[src/sv/pidc_pkg.sv]
// ----------------------------------------------------------------------------
// PID controller package
// Shared widths, register indexes, reset values and the multiplier command
// type used by the serial arithmetic units of the PID controller.
// ----------------------------------------------------------------------------
package pidc_pkg;

	localparam int DEF_DATA_WIDTH = 32;
	localparam int DEF_FRAC_BITS  = 16;

	localparam int GAIN_W    = 32;
	localparam int DRV_W     = 32;
	localparam int LIM_W     = 47;
	localparam int MS_W      = 16;
	localparam int CFG_W     = 47;
	localparam int CFG_IDX_W = 3;

	localparam int SCALE   = 1000;
	localparam int SCALE_W = 10;

	localparam int DIGIT_W   = 4;
	localparam int DIV_STEPS = 2;

	localparam logic CMD_STEP  = 1'b0;
	localparam logic CMD_CLEAR = 1'b1;

	localparam logic [GAIN_W-1:0] GAIN_P_RST    = GAIN_W'(65536);
	localparam logic [GAIN_W-1:0] GAIN_I_RST    = '0;
	localparam logic [GAIN_W-1:0] GAIN_D_RST    = '0;
	localparam logic [DRV_W-1:0]  DRIVE_MIN_RST = {1'b1, {(DRV_W-1){1'b0}}};
	localparam logic [DRV_W-1:0]  DRIVE_MAX_RST = {1'b0, {(DRV_W-1){1'b1}}};
	localparam logic [LIM_W-1:0]  LIMIT_RST     = {LIM_W{1'b1}};

	typedef enum logic [CFG_IDX_W-1:0] {
		REG_GAIN_P    = 3'd0,
		REG_GAIN_I    = 3'd1,
		REG_GAIN_D    = 3'd2,
		REG_DRIVE_MIN = 3'd3,
		REG_DRIVE_MAX = 3'd4,
		REG_LIMIT     = 3'd5
	} reg_index_t;

	typedef struct packed {
		logic start;
		logic clear;
	} mac_cmd_t;

endpackage

[src/sv/pidc_mac.sv]
// ----------------------------------------------------------------------------
// PID controller digit-serial multiply-accumulate unit
// Adds a signed multiplicand times an unsigned multiplier to the accumulator,
// consuming one multiplier digit per cycle, least significant digit first.
// ----------------------------------------------------------------------------
module pidc_mac
	import pidc_pkg::*;
#(
	parameter int MC_W  = 48,
	parameter int MP_W  = 32,
	parameter int ACC_W = 82
) (
	input  logic                    clk,
	input  logic                    arst_n,
	input  mac_cmd_t                cmd,
	input  logic signed [MC_W-1:0]  mcand,
	input  logic        [MP_W-1:0]  mplr,
	output logic                    busy,
	output logic signed [ACC_W-1:0] acc
);

	localparam int DIGITS = (MP_W + DIGIT_W - 1) / DIGIT_W;
	localparam int MPP_W  = DIGITS * DIGIT_W;
	localparam int CNT_W  = $clog2(DIGITS + 1);

	logic [CNT_W-1:0]         cnt_q;
	logic [ACC_W-1:0]         mc_q;
	logic [ACC_W-1:0]         acc_q;
	logic [MPP_W-1:0]         mp_q;
	logic signed [ACC_W+DIGIT_W:0] pp;

	assign busy = (cnt_q != '0);
	assign acc  = $signed(acc_q);
	assign pp   = $signed(mc_q) * $signed({1'b0, mp_q[DIGIT_W-1:0]});

	always_ff @(posedge clk or negedge arst_n) begin
		if (!arst_n) begin
			cnt_q <= '0;
		end else if (cmd.start) begin
			cnt_q <= CNT_W'(DIGITS);
		end else if (busy) begin
			cnt_q <= cnt_q - 1'b1;
		end
	end

	always_ff @(posedge clk) begin
		if (cmd.start) begin
			mc_q <= ACC_W'(mcand);
			mp_q <= MPP_W'(mplr);
			if (cmd.clear) begin
				acc_q <= '0;
			end
		end else if (busy) begin
			acc_q <= acc_q + pp[ACC_W-1:0];
			mc_q  <= mc_q << DIGIT_W;
			mp_q  <= mp_q >> DIGIT_W;
		end
	end

endmodule

[src/sv/pidc_div.sv]
// ----------------------------------------------------------------------------
// PID controller serial divider
// Restoring unsigned division that retires a fixed number of quotient bits
// per cycle; the dividend shifts out as the quotient shifts in.
// ----------------------------------------------------------------------------
module pidc_div
	import pidc_pkg::*;
#(
	parameter int N_W = 48,
	parameter int D_W = 16
) (
	input  logic           clk,
	input  logic           arst_n,
	input  logic           start,
	input  logic [N_W-1:0] dividend,
	input  logic [D_W-1:0] divisor,
	output logic           busy,
	output logic [N_W-1:0] quotient
);

	localparam int CYCLES = (N_W + DIV_STEPS - 1) / DIV_STEPS;
	localparam int NP_W   = CYCLES * DIV_STEPS;
	localparam int CNT_W  = $clog2(CYCLES + 1);

	logic [CNT_W-1:0] cnt_q;
	logic [NP_W-1:0]  q_q;
	logic [NP_W-1:0]  q_d;
	logic [D_W-1:0]   rem_q;
	logic [D_W-1:0]   rem_d;
	logic [D_W-1:0]   div_q;

	assign busy     = (cnt_q != '0);
	assign quotient = q_q[N_W-1:0];

	always_comb begin
		logic [D_W:0] trial;
		trial = '0;
		q_d   = q_q;
		rem_d = rem_q;
		for (int k = 0; k < DIV_STEPS; k++) begin
			trial = {rem_d, q_d[NP_W-1]};
			q_d   = {q_d[NP_W-2:0], 1'b0};
			if (trial >= {1'b0, div_q}) begin
				trial  = trial - {1'b0, div_q};
				q_d[0] = 1'b1;
			end
			rem_d = trial[D_W-1:0];
		end
	end

	always_ff @(posedge clk or negedge arst_n) begin
		if (!arst_n) begin
			cnt_q <= '0;
		end else if (start) begin
			cnt_q <= CNT_W'(CYCLES);
		end else if (busy) begin
			cnt_q <= cnt_q - 1'b1;
		end
	end

	always_ff @(posedge clk) begin
		if (start) begin
			q_q   <= NP_W'(dividend);
			rem_q <= '0;
			div_q <= divisor;
		end else if (busy) begin
			q_q   <= q_d;
			rem_q <= rem_d;
		end
	end

endmodule

[src/sv/pid_controller_antiwindup_unit.sv]
// ----------------------------------------------------------------------------
// PID controller with integral clamp
// Fixed-point PID step: saturated error, clamped integral, derivative over
// elapsed time and a gain-weighted sum clamped to the output limits.
// ----------------------------------------------------------------------------
// Usage:
// Software writes the gains, output limits and integral limit through the
// cfg_write/cfg_index/cfg_data port while the block is idle. Input
// transactions move on in_valid/in_stall, results on out_valid/out_stall.
// A step transaction (cmd low) produces one drive result; a clear
// transaction zeroes the integral and the previous error and produces none.
// A step result is registered as the block leaves its last state for idle,
// and the next transaction is not taken before the block is idle again; a
// clear leaves the block idle. The serial dividers retire two quotient bits
// per cycle, and the shared multiply-accumulate unit takes four multiplier
// bits per cycle for each of the three gains. The result waits in an output
// register while out_stall is high; a following step waits in its last
// state until that register frees up. Reset restores the register defaults
// and clears the integral, the previous error and any transaction in flight.
// ----------------------------------------------------------------------------
module pid_controller_antiwindup_unit
	import pidc_pkg::*;
#(
	parameter int DATA_WIDTH = DEF_DATA_WIDTH,
	parameter int FRAC_BITS  = DEF_FRAC_BITS
) (
	input  logic                         clk,
	input  logic                         arst_n,
	input  logic                         cfg_write,
	input  logic        [CFG_IDX_W-1:0]  cfg_index,
	input  logic        [CFG_W-1:0]      cfg_data,
	input  logic                         in_valid,
	output logic                         in_stall,
	input  logic                         cmd,
	input  logic signed [DATA_WIDTH-1:0] target,
	input  logic signed [DATA_WIDTH-1:0] measurement,
	input  logic        [MS_W-1:0]       elapsed_ms,
	output logic                         out_valid,
	input  logic                         out_stall,
	output logic signed [DATA_WIDTH-1:0] drive
);

	localparam int W       = DATA_WIDTH;
	localparam int PRODA_W = W + MS_W;
	localparam int PRODB_W = W + SCALE_W;
	localparam int INT_W   = (W + MS_W > LIM_W + 1) ? W + MS_W : LIM_W + 1;
	localparam int DER_W   = PRODB_W + 1;
	localparam int ACC_W   = GAIN_W + INT_W + 2;
	localparam int SH_W    = ACC_W - FRAC_BITS;

	typedef enum logic [13:0] {
		ST_IDLE  = 14'h0001,
		ST_ERR   = 14'h0002,
		ST_DIFF  = 14'h0004,
		ST_ABS   = 14'h0008,
		ST_SCALE = 14'h0010,
		ST_PROD  = 14'h0020,
		ST_DIV   = 14'h0040,
		ST_SIGN  = 14'h0080,
		ST_INTEG = 14'h0100,
		ST_CLAMP = 14'h0200,
		ST_MACD  = 14'h0400,
		ST_MACI  = 14'h0800,
		ST_HI    = 14'h1000,
		ST_LO    = 14'h2000
	} state_t;

	state_t state_q;
	state_t state_d;

	logic        [GAIN_W-1:0] gain_p_q;
	logic        [GAIN_W-1:0] gain_i_q;
	logic        [GAIN_W-1:0] gain_d_q;
	logic signed [DRV_W-1:0]  dmin_q;
	logic signed [DRV_W-1:0]  dmax_q;
	logic        [LIM_W-1:0]  limit_q;

	logic signed [W-1:0]     tgt_q;
	logic signed [W-1:0]     meas_q;
	logic        [MS_W-1:0]  ms_q;
	logic signed [W-1:0]     err_q;
	logic signed [W-1:0]     last_q;
	logic signed [W:0]       diff_q;
	logic        [W-1:0]     eabs_q;
	logic        [W:0]       dabs_q;
	logic signed [INT_W-1:0] incr_q;
	logic signed [DER_W-1:0] deriv_q;
	logic signed [INT_W:0]   isum_q;
	logic signed [INT_W-1:0] integ_q;
	logic signed [SH_W-1:0]  sh_q;
	logic signed [W-1:0]     drive_q;
	logic                    out_valid_q;

	logic signed [W:0]       raw_err;
	logic signed [W-1:0]     err_sat;
	logic signed [INT_W:0]   lim_s;
	logic signed [SH_W-1:0]  sh;
	logic signed [SH_W-1:0]  dmax_ext;
	logic signed [SH_W-1:0]  dmin_ext;
	logic signed [SH_W-1:0]  lo_val;
	logic                    accept;
	logic                    out_free;

	mac_cmd_t                 maca_cmd;
	mac_cmd_t                 macb_cmd;
	mac_cmd_t                 mac_cmd;
	logic                     maca_busy;
	logic                     macb_busy;
	logic                     mac_busy;
	logic signed [PRODA_W-1:0] maca_acc;
	logic signed [PRODB_W-1:0] macb_acc;
	logic signed [ACC_W-1:0]  mac_acc;
	logic signed [INT_W-1:0]  mac_mcand;
	logic        [GAIN_W-1:0] mac_mplr;
	logic                     div_start;
	logic                     diva_busy;
	logic                     divb_busy;
	logic        [PRODA_W-1:0] diva_q;
	logic        [PRODB_W-1:0] divb_q;

	assign accept    = in_valid && !in_stall;
	assign in_stall  = (state_q != ST_IDLE);
	assign out_free  = !out_valid_q || !out_stall;
	assign out_valid = out_valid_q;
	assign drive     = drive_q;

	assign raw_err  = (W + 1)'(tgt_q) - (W + 1)'(meas_q);
	assign lim_s    = $signed((INT_W + 1)'(limit_q));
	assign sh       = $signed(mac_acc[ACC_W-1:FRAC_BITS]);
	assign dmax_ext = SH_W'(dmax_q);
	assign dmin_ext = SH_W'(dmin_q);
	assign lo_val   = (sh_q < dmin_ext) ? dmin_ext : sh_q;

	always_comb begin
		if (raw_err[W] != raw_err[W-1]) begin
			err_sat = raw_err[W] ? {1'b1, {(W-1){1'b0}}} : {1'b0, {(W-1){1'b1}}};
		end else begin
			err_sat = raw_err[W-1:0];
		end
	end

	assign maca_cmd.start = (state_q == ST_ABS);
	assign maca_cmd.clear = 1'b1;
	assign macb_cmd.start = (state_q == ST_SCALE);
	assign macb_cmd.clear = 1'b1;
	assign div_start      = (state_q == ST_PROD) && !maca_busy && !macb_busy;

	assign mac_cmd.start = (state_q == ST_DIFF) || (state_q == ST_CLAMP) ||
		((state_q == ST_MACD) && !mac_busy);
	assign mac_cmd.clear = (state_q == ST_DIFF);

	always_comb begin
		priority if (state_q == ST_DIFF) begin
			mac_mcand = INT_W'(err_q);
			mac_mplr  = gain_p_q;
		end else if (state_q == ST_CLAMP) begin
			mac_mcand = INT_W'(deriv_q);
			mac_mplr  = gain_d_q;
		end else begin
			mac_mcand = integ_q;
			mac_mplr  = gain_i_q;
		end
	end

	pidc_mac #(
		.MC_W  (W + 1),
		.MP_W  (MS_W),
		.ACC_W (PRODA_W)
	) u_mac_time (
		.clk    (clk),
		.arst_n (arst_n),
		.cmd    (maca_cmd),
		.mcand  ($signed({1'b0, eabs_q})),
		.mplr   (ms_q),
		.busy   (maca_busy),
		.acc    (maca_acc)
	);

	pidc_mac #(
		.MC_W  (W + 2),
		.MP_W  (SCALE_W),
		.ACC_W (PRODB_W)
	) u_mac_scale (
		.clk    (clk),
		.arst_n (arst_n),
		.cmd    (macb_cmd),
		.mcand  ($signed({1'b0, dabs_q})),
		.mplr   (SCALE_W'(SCALE)),
		.busy   (macb_busy),
		.acc    (macb_acc)
	);

	pidc_div #(
		.N_W (PRODA_W),
		.D_W (SCALE_W)
	) u_div_incr (
		.clk      (clk),
		.arst_n   (arst_n),
		.start    (div_start),
		.dividend (maca_acc),
		.divisor  (SCALE_W'(SCALE)),
		.busy     (diva_busy),
		.quotient (diva_q)
	);

	pidc_div #(
		.N_W (PRODB_W),
		.D_W (MS_W)
	) u_div_deriv (
		.clk      (clk),
		.arst_n   (arst_n),
		.start    (div_start),
		.dividend (macb_acc),
		.divisor  (ms_q),
		.busy     (divb_busy),
		.quotient (divb_q)
	);

	pidc_mac #(
		.MC_W  (INT_W),
		.MP_W  (GAIN_W),
		.ACC_W (ACC_W)
	) u_mac_sum (
		.clk    (clk),
		.arst_n (arst_n),
		.cmd    (mac_cmd),
		.mcand  (mac_mcand),
		.mplr   (mac_mplr),
		.busy   (mac_busy),
		.acc    (mac_acc)
	);

	always_comb begin
		state_d = state_q;
		unique case (state_q)
			ST_IDLE: begin
				if (accept && (cmd == CMD_STEP)) begin
					state_d = ST_ERR;
				end
			end
			ST_ERR:   state_d = ST_DIFF;
			ST_DIFF:  state_d = ST_ABS;
			ST_ABS:   state_d = ST_SCALE;
			ST_SCALE: state_d = ST_PROD;
			ST_PROD: begin
				if (div_start) begin
					state_d = ST_DIV;
				end
			end
			ST_DIV: begin
				if (!diva_busy && !divb_busy && !mac_busy) begin
					state_d = ST_SIGN;
				end
			end
			ST_SIGN:  state_d = ST_INTEG;
			ST_INTEG: state_d = ST_CLAMP;
			ST_CLAMP: state_d = ST_MACD;
			ST_MACD: begin
				if (!mac_busy) begin
					state_d = ST_MACI;
				end
			end
			ST_MACI: begin
				if (!mac_busy) begin
					state_d = ST_HI;
				end
			end
			ST_HI: state_d = ST_LO;
			ST_LO: begin
				if (out_free) begin
					state_d = ST_IDLE;
				end
			end
			default: state_d = ST_IDLE;
		endcase
	end

	always_ff @(posedge clk or negedge arst_n) begin
		if (!arst_n) begin
			state_q <= ST_IDLE;
		end else begin
			state_q <= state_d;
		end
	end

	always_ff @(posedge clk or negedge arst_n) begin
		if (!arst_n) begin
			gain_p_q <= GAIN_P_RST;
			gain_i_q <= GAIN_I_RST;
			gain_d_q <= GAIN_D_RST;
			dmin_q   <= DRIVE_MIN_RST;
			dmax_q   <= DRIVE_MAX_RST;
			limit_q  <= LIMIT_RST;
		end else if (cfg_write) begin
			unique case (cfg_index)
				REG_GAIN_P:    gain_p_q <= cfg_data[GAIN_W-1:0];
				REG_GAIN_I:    gain_i_q <= cfg_data[GAIN_W-1:0];
				REG_GAIN_D:    gain_d_q <= cfg_data[GAIN_W-1:0];
				REG_DRIVE_MIN: dmin_q   <= cfg_data[DRV_W-1:0];
				REG_DRIVE_MAX: dmax_q   <= cfg_data[DRV_W-1:0];
				REG_LIMIT:     limit_q  <= cfg_data[LIM_W-1:0];
				default: ;
			endcase
		end
	end

	always_ff @(posedge clk or negedge arst_n) begin
		if (!arst_n) begin
			integ_q <= '0;
			last_q  <= '0;
		end else if (accept && (cmd == CMD_CLEAR)) begin
			integ_q <= '0;
			last_q  <= '0;
		end else if (state_q == ST_CLAMP) begin
			if (isum_q > lim_s) begin
				integ_q <= INT_W'(lim_s);
			end else if (isum_q < -lim_s) begin
				integ_q <= INT_W'(-lim_s);
			end else begin
				integ_q <= INT_W'(isum_q);
			end
		end else if ((state_q == ST_LO) && out_free) begin
			last_q <= err_q;
		end
	end

	always_ff @(posedge clk) begin
		if (accept) begin
			tgt_q  <= target;
			meas_q <= measurement;
			ms_q   <= (elapsed_ms == '0) ? MS_W'(1) : elapsed_ms;
		end
		if (state_q == ST_ERR) begin
			err_q <= err_sat;
		end
		if (state_q == ST_DIFF) begin
			diff_q <= (W + 1)'(err_q) - (W + 1)'(last_q);
			eabs_q <= err_q[W-1] ? (~err_q + 1'b1) : err_q;
		end
		if (state_q == ST_ABS) begin
			dabs_q <= diff_q[W] ? (~diff_q + 1'b1) : diff_q;
		end
		if (state_q == ST_SIGN) begin
			incr_q  <= err_q[W-1] ? -$signed(INT_W'(diva_q)) : $signed(INT_W'(diva_q));
			deriv_q <= diff_q[W] ? -$signed(DER_W'(divb_q)) : $signed(DER_W'(divb_q));
		end
		if (state_q == ST_INTEG) begin
			isum_q <= (INT_W + 1)'(integ_q) + (INT_W + 1)'(incr_q);
		end
		if (state_q == ST_HI) begin
			sh_q <= (sh > dmax_ext) ? dmax_ext : sh;
		end
		if ((state_q == ST_LO) && out_free) begin
			drive_q <= W'(lo_val);
		end
	end

	always_ff @(posedge clk or negedge arst_n) begin
		if (!arst_n) begin
			out_valid_q <= 1'b0;
		end else if ((state_q == ST_LO) && out_free) begin
			out_valid_q <= 1'b1;
		end else if (out_valid_q && !out_stall) begin
			out_valid_q <= 1'b0;
		end
	end

	a_clear_zeroes_state: assert property (@(posedge clk) disable iff (!arst_n)
		(accept && (cmd == CMD_CLEAR)) |=> ((integ_q == '0) && (last_q == '0)))
		else $error("clear transaction did not zero the integral and previous error");

	a_result_from_last_state: assert property (@(posedge clk) disable iff (!arst_n)
		$rose(out_valid_q) |-> $past(state_q == ST_LO))
		else $error("result presented outside the final state");

	a_mac_start_idle: assert property (@(posedge clk) disable iff (!arst_n)
		mac_cmd.start |-> !mac_busy)
		else $error("multiply-accumulate unit restarted while busy");

	a_units_done: assert property (@(posedge clk) disable iff (!arst_n)
		(state_q == ST_SIGN) |-> (!diva_busy && !divb_busy && !mac_busy))
		else $error("quotients used before the serial units finished");

endmodule

[config.mk]
export PLATFORM = sky130hd
export DESIGN_NAME = pid_controller_antiwindup_unit
export DESIGN_NICKNAME = d
export VERILOG_FILES = /design/src/sv/pidc_pkg.sv /design/src/sv/pidc_mac.sv /design/src/sv/pidc_div.sv /design/src/sv/pid_controller_antiwindup_unit.sv
export SDC_FILE = /design/constraint.sdc
export NUM_CORES = 2
export LEC_CHECK = 0
export BUFFER_PORTS_ARGS = -buffer_cell sky130_fd_sc_hd__buf_2
export CORE_MARGIN = 1
export CORE_UTILIZATION = 40
export CTS_CLUSTER_SIZE = 10
export DETAILED_ROUTE_END_ITERATION = 8
export GPL_TIMING_DRIVEN = 0
export HOLD_SLACK_MARGIN = 0.05
export PLACE_DENSITY = 0.56
export SLEW_MARGIN = 20
export SYNTH_ARGS = -nofsm -noshare
export SYNTH_HDL_FRONTEND = slang
export SYNTH_SLANG_ARGS = --single-unit
[constraint.sdc]
create_clock -name clk -period 11.4 [get_ports clk]
set_clock_uncertainty 0.2 [all_clocks]
set_input_delay 2.28 -clock clk [delete_from_list [all_inputs] [get_ports clk]]
set_output_delay 2.28 -clock clk [all_outputs]
set_load 0.005 [all_outputs]
# ---- Word level (Yosys, flattened, before mapping)
# Cells that the tools add are included.
dict set report op_classes {
  n_addsub 20
  n_eq_ne 29
  n_reduce_logical 45
  n_mux 63
  n_lt_le_gt_ge 8
  mul 3
  bitwise_logic 3
}
# cell n
set op_table {}
lappend op_table {{two-way mux 48 bit} 9}
lappend op_table {{two-way mux 32 bit} 13}
lappend op_table {{two-way mux 82 bit} 5}
lappend op_table {{case mux 14 bit (14 select lines)} 1}
lappend op_table {{two-way mux 42 bit} 3}
lappend op_table {{two-way mux 14 bit} 6}
lappend op_table {{adder 82 bit} 1}
lappend op_table {{multiplier 82 x 5 -> 82 bit} 1}
lappend op_table {{> comparator 66 x 32 -> 1 bit} 1}
lappend op_table {{less-than comparator 66 x 32 -> 1 bit} 1}
lappend op_table {{two-way mux 33 bit} 2}
lappend op_table {{two-way mux 66 bit} 1}
lappend op_table {{subtractor 32 x 32 -> 33 bit} 2}
lappend op_table {{two-way mux 16 bit} 4}
lappend op_table {{adder 48 x 48 -> 49 bit} 1}
lappend op_table {{> comparator 49 x 48 -> 1 bit} 1}
lappend op_table {{less-than comparator 49 bit} 1}
lappend op_table {{negator 47 -> 49 bit} 1}
lappend op_table {{adder 48 bit} 1}
lappend op_table {{multiplier 48 x 5 -> 48 bit} 1}
lappend op_table {{negator 48 bit} 1}
lappend op_table {{negator 42 -> 43 bit} 1}
lappend op_table {{adder 42 bit} 1}
lappend op_table {{multiplier 42 x 5 -> 42 bit} 1}
lappend op_table {{other kinds (52)} 111}
dict set report totals {
  inputBits 136
  regBits 1303
  word_cells 217
  output_inout_bits 34
}

# ---- Depth between registers and ports, before layout
dict set report logic_depth {
  depth_word 6
  mapped_depth 26
  mapped_depth_nobuf 23
}

# ---- Cells and area by module
# A second synthesis with hierarchy kept.
dict set report hier_totals {
  cells_unflattened 9518
  area_unflattened_um2 97898.9
}
# mod seq_area_each_um2 area_each_um2 n_inst cells_each
set by_module_without_submodules {}
lappend by_module_without_submodules {pid_controller_antiwindup_unit 21111.5 43319.0 1 3911}
lappend by_module_without_submodules {{pidc_mac (u_mac_sum)} 5985.7 22218.8 1 2391}
lappend by_module_without_submodules {{pidc_mac (u_mac_time)} 3438.3 12384.4 1 1292}
lappend by_module_without_submodules {{pidc_mac (u_mac_scale)} 2872.8 10631.4 1 1101}
lappend by_module_without_submodules {{pidc_div (u_div_deriv)} 2187.1 5215.0 1 488}
lappend by_module_without_submodules {{pidc_div (u_div_incr)} 2067.0 4130.2 1 335}

# ---- Least setup slack after synthesis
# No wires, ideal clock.
dict set report synth_timing {
  kind {register to register}
  start {register state_q[5]}
  end {register u_mac_sum.acc_q[0], in the netlist u_mac_sum.acc[0] (enable)}
  setup_ps 636
  synth_period_minus_slack_ps 8251
  slack_ps 3149
  path_stages_with_launch 10
  path_buffers 4
  arrival_time_ps 7415
  required_time_ps 10564
  path_cell_list {dfrtp_1 clkbuf_1 nor4_1 and3_1 and2_1 and3b_1 clkbuf_1 clkbuf_1 buf_1 o21ai_0}
}
dict set report synth_via {
  elab_chain_len 5
  elab_cells_between_ends 9
  cone_classes {4 x eq/ne; 5 x reduce/logical}
}
# item line
set synth_rtl {}
lappend synth_rtl {{from (decl)} pid_controller_antiwindup_unit.sv:68} ;# state_t state_q;
lappend synth_rtl {{from (signal assigned)} pid_controller_antiwindup_unit.sv:282} ;# state_q <= state_d;
lappend synth_rtl {{equality test 14 x 3 -> 1 bit (tied with other cells)} {pid_controller_antiwindup_unit.sv:148, pid_controller_antiwindup_unit.sv:150}}
lappend synth_rtl {{logical OR 1 bit or logical AND 1 bit (tied branches)} {pid_controller_antiwindup_unit.sv:148, pid_controller_antiwindup_unit.sv:149}}
lappend synth_rtl {{logical OR 1 bit} pid_controller_antiwindup_unit.sv:148} ;# assign mac_cmd.start = (state_q == ST_DIFF) || (state_q == ST_CLAMP) ||
lappend synth_rtl {{inequality test 2 bit (no source line) or nonzero test 2 bit (tied branches)} -}
lappend synth_rtl {{AND reduction 2 bit (no source line) (*)} -}
lappend synth_rtl {{to (signal assigned)} pidc_mac.sv:54} ;# acc_q <= acc_q + pp[ACC_W-1:0];
lappend synth_rtl {{to (decl)} pidc_mac.sv:28} ;# logic [ACC_W-1:0] acc_q;
# Mark *: on every way between the ends. The rest lies on a longest branch, timed or not.
# A chain may end at the register's enable or synchronous reset.

# ---- Worst setup path after layout
dict set report layout_timing {
  start {register u_mac_sum.mp_q[0]}
  end {register u_mac_sum.acc_q[79], in the netlist u_mac_sum.acc[79], data pin}
}
dict set report layout_via {
  elab_chain_len 4
}
# item line
set layout_rtl {}
lappend layout_rtl {{from (decl)} pidc_mac.sv:29} ;# logic [MPP_W-1:0] mp_q;
lappend layout_rtl {{from (signal assigned)} pidc_mac.sv:49} ;# mp_q <= MPP_W'(mplr);
lappend layout_rtl {{from (signal assigned)} pidc_mac.sv:56} ;# mp_q <= mp_q >> DIGIT_W;
lappend layout_rtl {{multiplier 82 x 5 -> 82 bit} pidc_mac.sv:34} ;# assign pp = $signed(mc_q) * $signed({1'b0, mp_q[DIGIT_W-1:0]});
lappend layout_rtl {{adder 82 bit} pidc_mac.sv:54}
lappend layout_rtl {{two-way mux 82 bit} pidc_mac.sv:53} ;# end else if (busy) begin
lappend layout_rtl {{two-way mux 82 bit} pidc_mac.sv:47} ;# if (cmd.start) begin
# Every way passes these cells. The select of a mux whose other input is x is not followed.

==> run_results.csv <==
group,metric,value,unit
clocking,h-tree-depth,4,
critical_path,crit_type,"flip-flop to flip-flop",
floorplan,core.rowCount,178,
drt,dr.pass1.iters,6,
clocking,cts_tree,"built",
yosys,synth.largest_area_cell,"edfxtp_1",
drt,drt-initial-drc-count,5480,
cells_and_area,drive_gt1_frac,0.0834,
sta,relSlewSlack,0.165,
hold_path,min_path_type,"flip-flop to flip-flop",
yosys,synth-seq-cells,1298,
clocking,root_buffer,"clkbuf_16",
outcome,status,"finished, final reports clean",
clocking,clock_latency,0.83,ns
placement,gp_congestion,0.960,
cells_and_area,final-seq-area,0.0360,mm^2
yosys,synthTopCellsByArea,"edfxtp_1 (26%), fa_1 (10%), ha_1 (9.6%)",
sta,tightest_slew,1.25,ns
floorplan,initial_core_util,0.402,
yosys,yosys_warnings,0,
hold_path,min_path_cells,0,
sta,finalHoldViolCount,0,
sta,whs,0.251,ns
clocking,post_cts_buffers,0,
sta,min_period,8.02,ns
drt,routedWlPerCell,21.9,um
drt,vias_per_cell,5.39,
floorplan,boundaryPins,170,
floorplan,die-area,0.238,mm^2
flow_run,max_cap_viol_count,0,
global_route,grt_pass1_wl,445000,um
sta,period_share,0.704,
clocking,cts_buffers,162,
sta,setup_viol,0,
yosys,synth_flop_cell,"edfxtp_1",
yosys,syn-num-nets,11000,
critical_path,r2r_cells,22,
cells_and_area,multi_input_area,0.0533,mm^2
clocking,post_cts_resized,0,
drt,num_vias,71700,
placement,port_buffers,168,
critical_path,critPathLaunchType,"flip-flop",
cells_and_area,n_fill_cell,22700,
sta,fin_tns_setup,0,ns
sta,clock.fmax,125,MHz
global_route,grt_max_degree,93,
yosys,synth.most_common_cell,"nand2_1",
floorplan,core_area,0.235,mm^2
sta,grt_setup_unrepaired,"no",
drt,wirelength,292000,um
cells_and_area,finalNetCount,11400,
yosys,yosysSeqAreaShare,0.381,
sta,slew_violations,0,
critical_path,cp_max_fo,10,
floorplan,die_y,488,um
clocking,cts_max_path_buffers,3,
drt,drtAntennaViolNets,0,
floorplan,fp.dieW,488,um
cells_and_area,area_growth_syn_to_layout,11.5,%
yosys,avgSynthCellArea,9.80,um^2
yosys,synthArstFlopShare,0.247,
placement,dp_hpwl,234000,um
yosys,netlist_area,0.0946,mm^2
global_route,antenna_found_initial,8,
critical_path,cp-end-kind,"flip-flop",
global_route,grt_usage,0.246,
yosys,synthCells,9651,
critical_path,arrival,8.39,ns
yosys,synth-edff-count,831,
yosys,synth_cell_type_count,91,
clocking,postCtsHoldBufs,0,
global_route,gr-total-overflow,0,
clocking,clock-sinks,1298,
clocking,path_clk_slew,0.06,ns
yosys,synthTopCellsByCount,"nand2_1 (1182), inv_1 (1000), edfxtp_1 (831), ha_1 (724), a21oi_1 (677)",
yosys,synth_top_area_frac,0.264,
global_route,grt_pass1_vias,72500,
drt,route.detailed.drc,0,
critical_path,crit_required,11.77,ns
## registers in the layout, indices dropped and copies added, names as in the netlist, 33 cells and up
name,cells
integ_q,48
sh_q,66
u_mac_time.mc_q,48
u_div_deriv.quotient,42
incr_q,48
limit_q,47
u_mac_sum.mc_q,82
u_mac_sum.acc,82
u_mac_scale.acc,42
dabs_q,33
u_mac_scale.mc_q,42
deriv_q,43
u_div_incr.quotient,48
u_mac_time.acc,48
isum_q,49
diff_q,33
## final timing paths
kind / startpoint / endpoint / slack (ns)
min: ms_q[14] / u_div_deriv.div_q[14] / 0.25
min reg2reg: ms_q[14] / u_div_deriv.div_q[14] / 0.25
min in group asynchronous: arst_n / dmin_q[19] / 1.25
max: u_mac_sum.mp_q[0] / u_mac_sum.acc[79] / 3.38
max in group asynchronous: arst_n / last_q[9] / 8.25
max reg2reg: u_mac_sum.mp_q[0] / u_mac_sum.acc[79] / 3.38
## per-layer routing
layer  part of all wire  vias up  wire length, um  GRT usage
li1                   -    33900                -          -
met4              0.042        0            12400     0.0953
met2               0.47     2009           136000      0.405
met5                  0        -                0          0
met3              0.052      463            15100     0.0288
met1               0.44    35300           128000      0.328
## critical path: stages, from the launching register on
cell,delay [ns]
edfxtp_1,0.32
clkbuf_1,0.80
clkbuf_1,0.46
nand2_1,0.15
fa_1,0.54
inv_1,0.06
fa_1,0.48
inv_1,0.05
fa_1,0.54
inv_1,0.05
ha_1,0.27
clkbuf_1,0.32
nand2_1,0.15
o21a_1,0.24
a2111oi_0,0.57
o31ai_1,0.32
and3b_1,0.33
o21ai_1,0.49
a21oi_1,0.38
o21ai_0,0.61
a31oi_1,0.20
xor2_1,0.17
nor2_1,0.05
## layout by cell type, fill, tap and decap left out, types with 71 or more instances in the layout
master / synthesis / layout
edfxtp_1: 831 / 831
nand2_1: 1182 / 1179
clkbuf_1: 378 / 453
xnor2_1: 398 / 398
nand3_1: 93 / 93
clkbuf_16: 0 / 166
nor2_1: 419 / 417
nor3_1: 86 / 83
dfrtp_1: 240 / 240
a21o_1: 302 / 302
nand4_1: 110 / 110
fa_1: 491 / 491
inv_1: 1000 / 997
dfstp_2: 81 / 81
mux2_2: 263 / 263
o22ai_1: 71 / 71
dfxtp_1: 146 / 146
ha_1: 724 / 724
a21oi_1: 677 / 675
buf_2: 4 / 178
xor2_1: 99 / 99
and2_1: 599 / 599
o21ai_0: 479 / 478
## final cells by class
class                           instances  share of cell area
Buffer                                421              0.0152
Tap cell                             3150              0.0374
Timing Repair Buffer                  209              0.0143
Clock inverter                         43             0.00623
Sequential cell                      1298               0.342
Antenna cell                            2           0.0000475
Inverter                             1002              0.0357
Clock buffer                          257              0.0436
Multi-Input combinational cell       6930               0.506
## cells by family after synthesis
| logic type | Yosys count | synth area share |
|---|---|---|
| fa+ha+maj | 1222 | 0.201 |
| compound gates | 2032 | 0.132 |
| simple gates | 2870 | 0.148 |
| mux | 309 | 0.0362 |
| flops | 1298 | 0.381 |
| xor+xnor | 497 | 0.0460 |
| buf+inv | 1423 | 0.0566 |
## through the flow
stage,util,instance area [um^2],cells,worst slack [ns]
finish,0.448,105000,13300,3.38
global route,0.448,105000,13300,3.01
CTS,0.448,105000,13300,3.26
detailed placement,0.426,100000,13000,3.29
global placement,0.422,99300,13000,-1.80
floorplan,-,94600,9651,3.15
Power is left out: the tool's default activity adds up to more than one toggle a clock period on the data nets, which glitch-free logic cannot reach.
